File: src/bdlp_pkg.sv
// ============================================================================
// bdlp_pkg
// Shared codes, reset values and types for the button debounce and
// long-press detector.
// ============================================================================
`timescale 1ns / 1ps

package bdlp_pkg;

    // Press phase codes
    localparam logic [2:0] PH_IDLE     = 3'd0;
    localparam logic [2:0] PH_DEBOUNCE = 3'd1;
    localparam logic [2:0] PH_HELD     = 3'd2;
    localparam logic [2:0] PH_LONG     = 3'd3;
    localparam logic [2:0] PH_RELEASE  = 3'd4;

    // Press event codes
    localparam logic [1:0] EV_NONE  = 2'd0;
    localparam logic [1:0] EV_SHORT = 2'd1;
    localparam logic [1:0] EV_LONG  = 2'd2;

    // Register indexes on the configuration port
    localparam logic REG_DEBOUNCE   = 1'b0;
    localparam logic REG_LONG_PRESS = 1'b1;

    // Register reset values
    localparam logic [15:0] DEBOUNCE_MS_RST   = 16'd10;
    localparam logic [15:0] LONG_PRESS_MS_RST = 16'd1000;

    // Configuration handed to the press machine
    typedef struct packed {
        logic [15:0] debounce_ms;
        logic [15:0] long_press_ms;
    } t_cfg;

    // Status returned by the press machine for the current sample
    typedef struct packed {
        logic [2:0] phase;
        logic [1:0] press_event;
    } t_status;

endpackage

File: src/bdlp_fsm.sv
// ============================================================================
// bdlp_fsm
// Five-phase press machine: holds phase, last change time and press start
// time, and classifies a debounced release as a short or long press.
// ============================================================================
`timescale 1ns / 1ps

module bdlp_fsm (
    input  logic             i_clk,
    input  logic             i_rst_n,
    input  logic             i_step,
    input  logic             i_pin_level,
    input  logic [31:0]      i_now_ms,
    input  bdlp_pkg::t_cfg   i_cfg,
    output bdlp_pkg::t_status o_status
);
    import bdlp_pkg::*;

    logic [2:0]  r_phase;
    logic [31:0] r_last_change;
    logic [31:0] r_press_start;
    logic [2:0]  n_phase;
    logic [31:0] n_last_change;
    logic [31:0] n_press_start;
    logic [1:0]  w_event;

    logic        w_pressed;
    logic [31:0] w_since_change;
    logic [31:0] w_since_start;
    logic        w_debounced;
    logic        w_is_long;

    // Wrapping elapsed times and the two threshold compares
    assign w_pressed      = ~i_pin_level;
    assign w_since_change = i_now_ms - r_last_change;
    assign w_since_start  = i_now_ms - r_press_start;
    assign w_debounced    = w_since_change >= {16'd0, i_cfg.debounce_ms};
    assign w_is_long      = w_since_start >= {16'd0, i_cfg.long_press_ms};

    // Advance the phase for the current sample
    always_comb begin
        n_phase       = r_phase;
        n_last_change = r_last_change;
        n_press_start = r_press_start;
        w_event       = EV_NONE;
        case (r_phase)
            PH_DEBOUNCE: begin
                if (w_pressed) begin
                    if (w_debounced) begin
                        n_phase       = PH_HELD;
                        n_press_start = i_now_ms;
                    end
                end else begin
                    n_phase       = PH_IDLE;
                    n_last_change = i_now_ms;
                end
            end
            PH_HELD: begin
                if (w_pressed) begin
                    if (w_is_long) begin
                        n_phase = PH_LONG;
                    end
                end else begin
                    n_phase       = PH_RELEASE;
                    n_last_change = i_now_ms;
                end
            end
            PH_LONG: begin
                if (!w_pressed) begin
                    n_phase       = PH_RELEASE;
                    n_last_change = i_now_ms;
                end
            end
            PH_RELEASE: begin
                if (w_pressed) begin
                    // bounce on release: resume the hold
                    n_last_change = i_now_ms;
                    n_phase       = w_is_long ? PH_LONG : PH_HELD;
                end else if (w_debounced) begin
                    n_phase = PH_IDLE;
                    w_event = w_is_long ? EV_LONG : EV_SHORT;
                end
            end
            default: begin
                // idle and unused codes
                if (w_pressed) begin
                    n_phase       = PH_DEBOUNCE;
                    n_last_change = i_now_ms;
                end else begin
                    n_phase = PH_IDLE;
                end
            end
        endcase
    end

    // Hold state between samples
    always_ff @(posedge i_clk) begin
        if (!i_rst_n) begin
            r_phase       <= PH_IDLE;
            r_last_change <= 32'd0;
            r_press_start <= 32'd0;
        end else if (i_step) begin
            r_phase       <= n_phase;
            r_last_change <= n_last_change;
            r_press_start <= n_press_start;
        end
    end

    assign o_status.phase       = r_phase;
    assign o_status.press_event = w_event;

endmodule

File: src/button_debounce_long_press_core.sv
// ============================================================================
// button_debounce_long_press_core
// Debounced active-low button with short and long press reporting.
// ============================================================================
// The block takes one sample word per clock (pin level and millisecond
// timestamp) and returns exactly one result word per sample, in order:
// press_event is 0 for no event, 1 when a short press has just been
// released and debounced, 2 for a long press. A sample passes through an
// input register and then a result register before its result is offered;
// samples may be accepted every cycle, and the input stalls only while a
// result waits and the input register is full.
// debounce_ms and long_press_ms sit at byte addresses 0 and 4 of the APB
// port and should be written while no samples are in flight.
`timescale 1ns / 1ps

module button_debounce_long_press_core (
    input  logic        i_clk,
    input  logic        i_rst_n,
    // sample channel
    input  logic        i_in_valid,
    output logic        o_in_ready,
    input  logic        i_pin_level,
    input  logic [31:0] i_now_ms,
    // result channel
    output logic        o_out_valid,
    input  logic        i_out_ready,
    output logic [1:0]  o_press_event,
    // configuration port
    input  logic        psel,
    input  logic        penable,
    input  logic        pwrite,
    input  logic [2:0]  paddr,
    input  logic [31:0] pwdata,
    output logic [31:0] prdata,
    output logic        pready
);
    import bdlp_pkg::*;

    t_cfg        r_cfg;
    logic        r_s1_valid;
    logic        r_s1_pin;
    logic [31:0] r_s1_now;
    logic        r_out_valid;
    logic [1:0]  r_out_event;
    logic        w_adv;
    logic        w_cfg_wr;
    t_status     w_status;

    // Configuration registers
    assign pready   = 1'b1;
    assign w_cfg_wr = psel & penable & pwrite & pready;

    always_ff @(posedge i_clk) begin
        if (!i_rst_n) begin
            r_cfg.debounce_ms   <= DEBOUNCE_MS_RST;
            r_cfg.long_press_ms <= LONG_PRESS_MS_RST;
        end else if (w_cfg_wr) begin
            if (paddr[2] == REG_DEBOUNCE) begin
                r_cfg.debounce_ms <= pwdata[15:0];
            end else begin
                r_cfg.long_press_ms <= pwdata[15:0];
            end
        end
    end

    always_comb begin
        case (paddr[2])
            REG_DEBOUNCE:   prdata = {16'd0, r_cfg.debounce_ms};
            REG_LONG_PRESS: prdata = {16'd0, r_cfg.long_press_ms};
            default:        prdata = 32'd0;
        endcase
    end

    // Advance the input register when the result register can take a word
    assign w_adv      = r_s1_valid & (~r_out_valid | i_out_ready);
    assign o_in_ready = ~r_s1_valid | w_adv;

    always_ff @(posedge i_clk) begin
        if (!i_rst_n) begin
            r_s1_valid <= 1'b0;
        end else if (i_in_valid && o_in_ready) begin
            r_s1_valid <= 1'b1;
        end else if (w_adv) begin
            r_s1_valid <= 1'b0;
        end
    end

    always_ff @(posedge i_clk) begin
        if (i_in_valid && o_in_ready) begin
            r_s1_pin <= i_pin_level;
            r_s1_now <= i_now_ms;
        end
    end

    // Press machine works on the registered sample
    bdlp_fsm u_fsm (
        .i_clk       (i_clk),
        .i_rst_n     (i_rst_n),
        .i_step      (w_adv),
        .i_pin_level (r_s1_pin),
        .i_now_ms    (r_s1_now),
        .i_cfg       (r_cfg),
        .o_status    (w_status)
    );

    // Result register
    always_ff @(posedge i_clk) begin
        if (!i_rst_n) begin
            r_out_valid <= 1'b0;
        end else if (w_adv) begin
            r_out_valid <= 1'b1;
        end else if (i_out_ready) begin
            r_out_valid <= 1'b0;
        end
    end

    always_ff @(posedge i_clk) begin
        if (w_adv) begin
            r_out_event <= w_status.press_event;
        end
    end

    assign o_out_valid   = r_out_valid;
    assign o_press_event = r_out_event;

`ifndef ASSERT_OFF
    // a completed press always returns the machine to idle
    a_event_to_idle: assert property (@(posedge i_clk) disable iff (!i_rst_n)
        (w_adv && w_status.press_event != EV_NONE) |=> (w_status.phase == PH_IDLE))
        else $error("press event without return to idle");

    // a waiting result word is never dropped
    a_result_kept: assert property (@(posedge i_clk) disable iff (!i_rst_n)
        (r_out_valid && !i_out_ready) |=> r_out_valid)
        else $error("result word lost while stalled");

    // input stalls only when both stages are full and the output is blocked
    a_stall_cause: assert property (@(posedge i_clk) disable iff (!i_rst_n)
        !o_in_ready |-> (r_s1_valid && r_out_valid && !i_out_ready))
        else $error("input stalled without cause");

    // the unused event code never reaches the output
    a_event_code: assert property (@(posedge i_clk) disable iff (!i_rst_n)
        o_out_valid |-> (o_press_event == EV_NONE || o_press_event == EV_SHORT
                         || o_press_event == EV_LONG))
        else $error("invalid press event code");
`endif

endmodule

File: config.mk
export PLATFORM = sky130hd
export DESIGN_NAME = button_debounce_long_press_core
export DESIGN_NICKNAME = d
export VERILOG_FILES = /design/src/bdlp_pkg.sv /design/src/bdlp_fsm.sv /design/src/button_debounce_long_press_core.sv
export SDC_FILE = /design/constraint.sdc
export NUM_CORES = 1
export LEC_CHECK = 0
export ABC_AREA = 1
export BUFFER_PORTS_ARGS = -buffer_cell sky130_fd_sc_hd__buf_2
export CAP_MARGIN = 5
export CORE_MARGIN = 5
export CORE_UTILIZATION = 52
export DETAILED_ROUTE_END_ITERATION = 8
export PLACE_DENSITY = 0.76
export SETUP_SLACK_MARGIN = 0.15
export SLEW_MARGIN = 10
export SYNTH_ARGS = -nofsm -noshare
export SYNTH_HDL_FRONTEND = slang
export SYNTH_HIERARCHICAL = 1
export SYNTH_SLANG_ARGS = --single-unit
File: constraint.sdc
create_clock -name i_clk -period 8.75 [get_ports i_clk]
set_input_delay 0.4375 -clock i_clk [delete_from_list [all_inputs] [get_ports i_clk]]
set_output_delay 0.4375 -clock i_clk [all_outputs]
set_load 0.01 [all_outputs]
Word-level counts from Yosys, hierarchy flattened
Cells that the tools add are included.
W data, S select, Z words.

operators by class
  $add $sub $neg = 2
  order comparisons = 2
  eq/ne operators = 10
  mux-type cells = 19
  bitwise gates (word level) = 9
  reductions and logical operators = 10

operators by type and width
  operator              count
  $mux W32              3
  $ge A32 B16 Y1        2
  $pmux W32 S2          1
  $sub A32 B32 Y32      2
  $mux W3               7
  $pmux W3 S4           1
  $ne A3 B2 Y1 const B  3
  $eq A3 B2 Y1 const B  2
  $mux W1               6
  $reduce_and A3 Y1     2
  $reduce_and A5 Y1     1
  $ne A2 B2 Y1 const B  2
  $not A1 Y1            4
  $reduce_and A2 Y1     2
  $reduce_and A4 Y1     1
  $reduce_bool A2 Y1    2
  $and A1 B1 Y1         3
  $eq A3 B1 Y1 const B  1
  $eq A3 B3 Y1 const B  1
  $reduce_or A3 Y1      1
  $mux W2               1
  $ne A2 B1 Y1 const B  1
  $or A1 B1 Y1          2
  $logic_and A1 B1 Y1   1

word-level totals
  flip-flop bits (word level) = 136
  bits of input ports = 75
  output and inout port bits = 37
  logic and storage cells = 62

Depth between registers and ports, before layout
  word-level depth = 6
  depth in mapped cells = 25

Modules after synthesis
The synthesis kept the hierarchy.

modules (own cells, without submodules)
  module                           times used  cells each  area each (µm²)  seq. area each (µm²)
  bdlp_fsm                         1           1484        8276.7           1341.3
  button_debounce_long_press_core  1           304         2797.7           1731.7

Worst setup path after synthesis
Ideal clock, no wire load.

  path type = reg2reg
  start = reg r_s1_now[7]
  end = reg u_fsm.r_press_start[6]
  arrival = 2.892 ns
  required time = 8.630 ns
  path slack = 5.738 ns
  cell stages (with the launch flop) = 21
  clock period less this slack = 3.012 ns
  path through = edfxtp_1 ha_1 nand2_1 inv_2 a21oi_1 nand3_1 xor2_1 ha_1 a21oi_1 nor2_1 a211oi_1 nand2_1 nand2_1 nand2_1 nor2_1 nand3_1 nor2_2 nand2_2 nand2_4 buf_4 a21oi_1

between the ends
  longest elaborated chain between the ends = 3

RTL lines
  item                                line                                   RTL
  start, declared                     button_debounce_long_press_core.sv:42  logic [31:0] r_s1_now;
  start signal, assigned              button_debounce_long_press_core.sv:91  r_s1_now <= i_now_ms;
  $sub A32 B32 Y32                    bdlp_fsm.sv:35                         assign w_since_change = i_now_ms - r_last_change;
  $ge A32 B16 Y1                      bdlp_fsm.sv:37                         assign w_debounced = w_since_change >= {16'd0, i_cfg.debounce_ms};
  $reduce_and A4 Y1 (no source line)  n/a
  end signal, assigned                bdlp_fsm.sv:105                        r_press_start <= n_press_start;
  end, declared                       bdlp_fsm.sv:21                         logic [31:0] r_press_start;

No other way between the ends.
A chain may end at the register's enable or synchronous reset.

Worst setup path after layout
  start = reg r_s1_now[1]
  end = reg u_fsm.r_press_start[31]

Same word-level chain as after synthesis.

==> impl_metrics.csv <==
group,metric,value,unit
final_layout,area_growth,9.52,%
sta,hold_viol,0,
synthesis,synthTopCellsByCount,"594 x nand2_1, 353 x inv_1, 167 x nor2_1",
power,powerDensity,160,nW/um2
critical_path,reg2reg_depth,23,
synthesis,yosys_register_bits,136,
detailed_routing,firstDrtPassIters,5,
detailed_routing,dr_total_vias,10767,
sta,layout_min_cycle_time,4360,ps
sta,rsz0062_at_grt,"false",
synthesis,yosys-top-cells-area,"nand2_1 20%, dfxtp_1 18%, inv_1 12%",
cts,ctsHtreeMaxLevel,4,
sta,tightest_slew,1060,ps
critical_path,cp_max_fo,63,
synthesis,synth_flop_cell,"dfxtp_1",
critical_path,r2r_end,"u_fsm/r_press_start[31]",
global_route,grt_pass1_vias,9940,
critical_path,crit_path_end,"u_fsm/r_press_start[31]",
detailed_routing,drcViolationCount,0,
cts,post_cts_buffers,0,
floorplanning,initial_core_util,0.527,
synthesis,netlist-cell-type-count,35,
sta,slew_violations,0,
cts,cts_buffers,17,
cts,clockRootBuffer,"clkbuf_16",
detailed_routing,wl,29400,um
cts,cts_tree,"built",
synthesis,syn-cell-area,11100,um2
critical_path,critPathLaunchType,"flop",
sta,fin_ws,4390,ps
synthesis,synth_top_area_frac,0.201,
final_layout,instances_no_fill,2138,
critical_path,crit_type,"reg2reg",
global_route,grt_max_degree,101,
detailed_routing,drt_iter0_markers,748,
placed_design,place_inst,2106,
sta,max_freq,229,MHz
synthesis,yosysMostFrequentCell,"nand2_1",
critical_path,r2r-start,"r_s1_now[1]",
synthesis,avgSynthCellArea,6.19,um2
final_layout,fill_cells,2004,
critical_path,reg2reg_slack,4390,ps
placed_design,place_ws,4440,ps
power,p_leak,0.00656,uW
cts,clock_sinks,136,
final_layout,drive_gt1_frac,0.0870,
floorplanning,die_h,156,um
global_route,antenna_found_initial,0,
final_layout,antenna_cells,0,
critical_path,startpoint,"r_s1_now[1]",
synthesis,ys.warnings.count,6,
sta,setup_violations,0,
cts,clk_latency,420,ps
hold_path,hold_class,"in2reg",
critical_path,crit_required,9050,ps
global_route,gr-total-overflow,0,
floorplanning,die_w,156,um
detailed_routing,viasPerCell,5.04,
placed_design,place_congestion,0.929,
final_layout,nNetsFinal,2021,
detailed_routing,wl_per_cell,13.7,um
sta,maxSlewHeadroom,0.290,
placed_design,place_hpwl,23300,um
floorplanning,core_area,21000,um2
sta,post-route-period-util,0.499,
critical_path,worst_setup_path_end_kind,"flop",
global_route,grt_usage,0.242,
synthesis,yosysTopAreaCell,"nand2_1",
synthesis,ys_seq_area_frac,0.277,
flow_run,maxCapViolations,0,
run_status,outcome,"finished clean",
synthesis,synth_edf_count,35,
sta,fin_skew,13.7,ps
global_route,grt_pass1_wl,47600,um
floorplanning,num_io_pins,112,
synthesis,postSynthCellCount,1788,
cts,cts_max_path_buffers,2,
floorplanning,dieArea,24300,um2
placed_design,io_buffers,76,
sta,fin_setup_tns,0,ps
power,vdd_ir_drop_max,0.133,mV
cts,cts-resized-gates,0,
critical_path,arrival,4660,ps
cts,postCtsHoldBufs,0,
cts,clk_pin_slew,60,ps
synthesis,async_flop_share,0,
floorplanning,rows,53,
detailed_routing,antenna_left,0,
[logic make-up after synthesis]
logic type | Yosys count | share of synthesized area
compound gates | 198 | 0.101
xor+xnor | 30 | 0.0237
fa+ha+maj | 96 | 0.110
buf+inv | 414 | 0.153
flops | 136 | 0.277
other cells | 2 | 0.000678
simple gates | 912 | 0.334
[power by group]
part	internal, uW	leakage [uW]	total, uW	switching (uW)
clock	416	0.000293	703	287
combinational	191	0.00510	540	349
sequential	677	0.00116	703	26.3
total	1280	0.00656	1950	662
[layout by cell type, fill, tap and decap left out, drive strengths merged]
cell / synthesis / final
a31oi: 1 / 1
or2: 1 / 1
a21oi: 114 / 114
nor3: 14 / 14
clkinv: 0 / 5
inv: 364 / 369
edfxtp: 35 / 35
xor2: 28 / 28
nand3b: 11 / 11
nand4: 9 / 9
xnor2: 2 / 2
and3: 2 / 2
clkbuf: 15 / 22
nor4: 2 / 2
fa: 2 / 2
o21bai: 5 / 5
buf: 35 / 78
nand2: 599 / 599
a211oi: 3 / 3
dfxtp: 101 / 101
o31ai: 1 / 1
nand3: 100 / 100
conb: 2 / 17
ha: 94 / 94
nor2: 174 / 174
o21ai: 74 / 74
[registers in the layout (all words and copies together), names as in the netlist]
| signal | cells |
|---|---|
| o_out_valid | 1 |
| o_press_event | 2 |
| r_cfg | 32 |
| r_s1_now | 32 |
| r_s1_pin | 1 |
| r_s1_valid | 1 |
| u_fsm/r_last_change | 32 |
| u_fsm/r_phase | 3 |
| u_fsm/r_press_start | 32 |
[worst max-delay path, stage by stage, from the launching register on]
cell and delay [ps]:
edfxtp_1 480, inv_1 170, fa_1 530, inv_1 110, nand2_1 50, nand3b_1 130
xor2_1 230, ha_1 270, nand2_1 90, nor2_1 50, nor3_1 160, nand2_1 100
nand2_1 60, nand2_1 70, nand2_1 60, nand2_1 50, nor2_1 120, nand3_1 120
nor2_2 130, nand2_2 90, nand2_4 640, inv_1 260, nor2_1 170, nor2_1 70
[per-stage QoR]
step / area (um2) / util / total power (uW) / hold WS [ps]
after floorplan: 11100 / - / 1120 / 427
after CTS: 12100 / 0.577 / 1950 / 176
after global routing: 12100 / 0.577 / 2070 / 176
after detailed placement: 11500 / 0.549 / 1250 / 448
final: 12100 / 0.577 / 1950 / 190
after global placement: 11500 / 0.549 / 1230 / 438
[layout make-up]
class	instances	area, um2	area share
Inverter	364	1370	0.113
Timing Repair Buffer	78	395	0.0326
Multi-Input combinational cell	1253	6360	0.525
Sequential cell	136	3070	0.253
Tap cell	275	344	0.0284
Clock inverter	10	78.8	0.00650
Clock buffer	22	507	0.0418
[worst min-delay path by stage]
stage / startpoint / end / slack, ps / cells past startpoint
finish: i_now_ms[12] / r_s1_now[12] / 190 / 1
global route: i_now_ms[13] / r_s1_now[13] / 180 / 1
CTS: i_now_ms[12] / r_s1_now[12] / 180 / 1
detailed placement: u_fsm/r_last_change[0] / u_fsm/r_last_change[0] / 450 / 2
global placement: u_fsm/r_last_change[0] / u_fsm/r_last_change[0] / 440 / 2
floorplan: u_fsm/r_last_change[0] / u_fsm/r_last_change[0] / 430 / 2
[layer usage]
layer / vias to the layer above / wire (um) / share of wire / track usage
li1: 5598 / - / - / -
met1: 4865 / 13200 / 0.45 / 0.324
met2: 270 / 13900 / 0.47 / 0.410
met3: 34 / 1800 / 0.061 / 0.0369
met4: 0 / 499 / 0.017 / 0.0646
met5: - / 0 / 0 / 0
(Power assumes the default switching activity.)
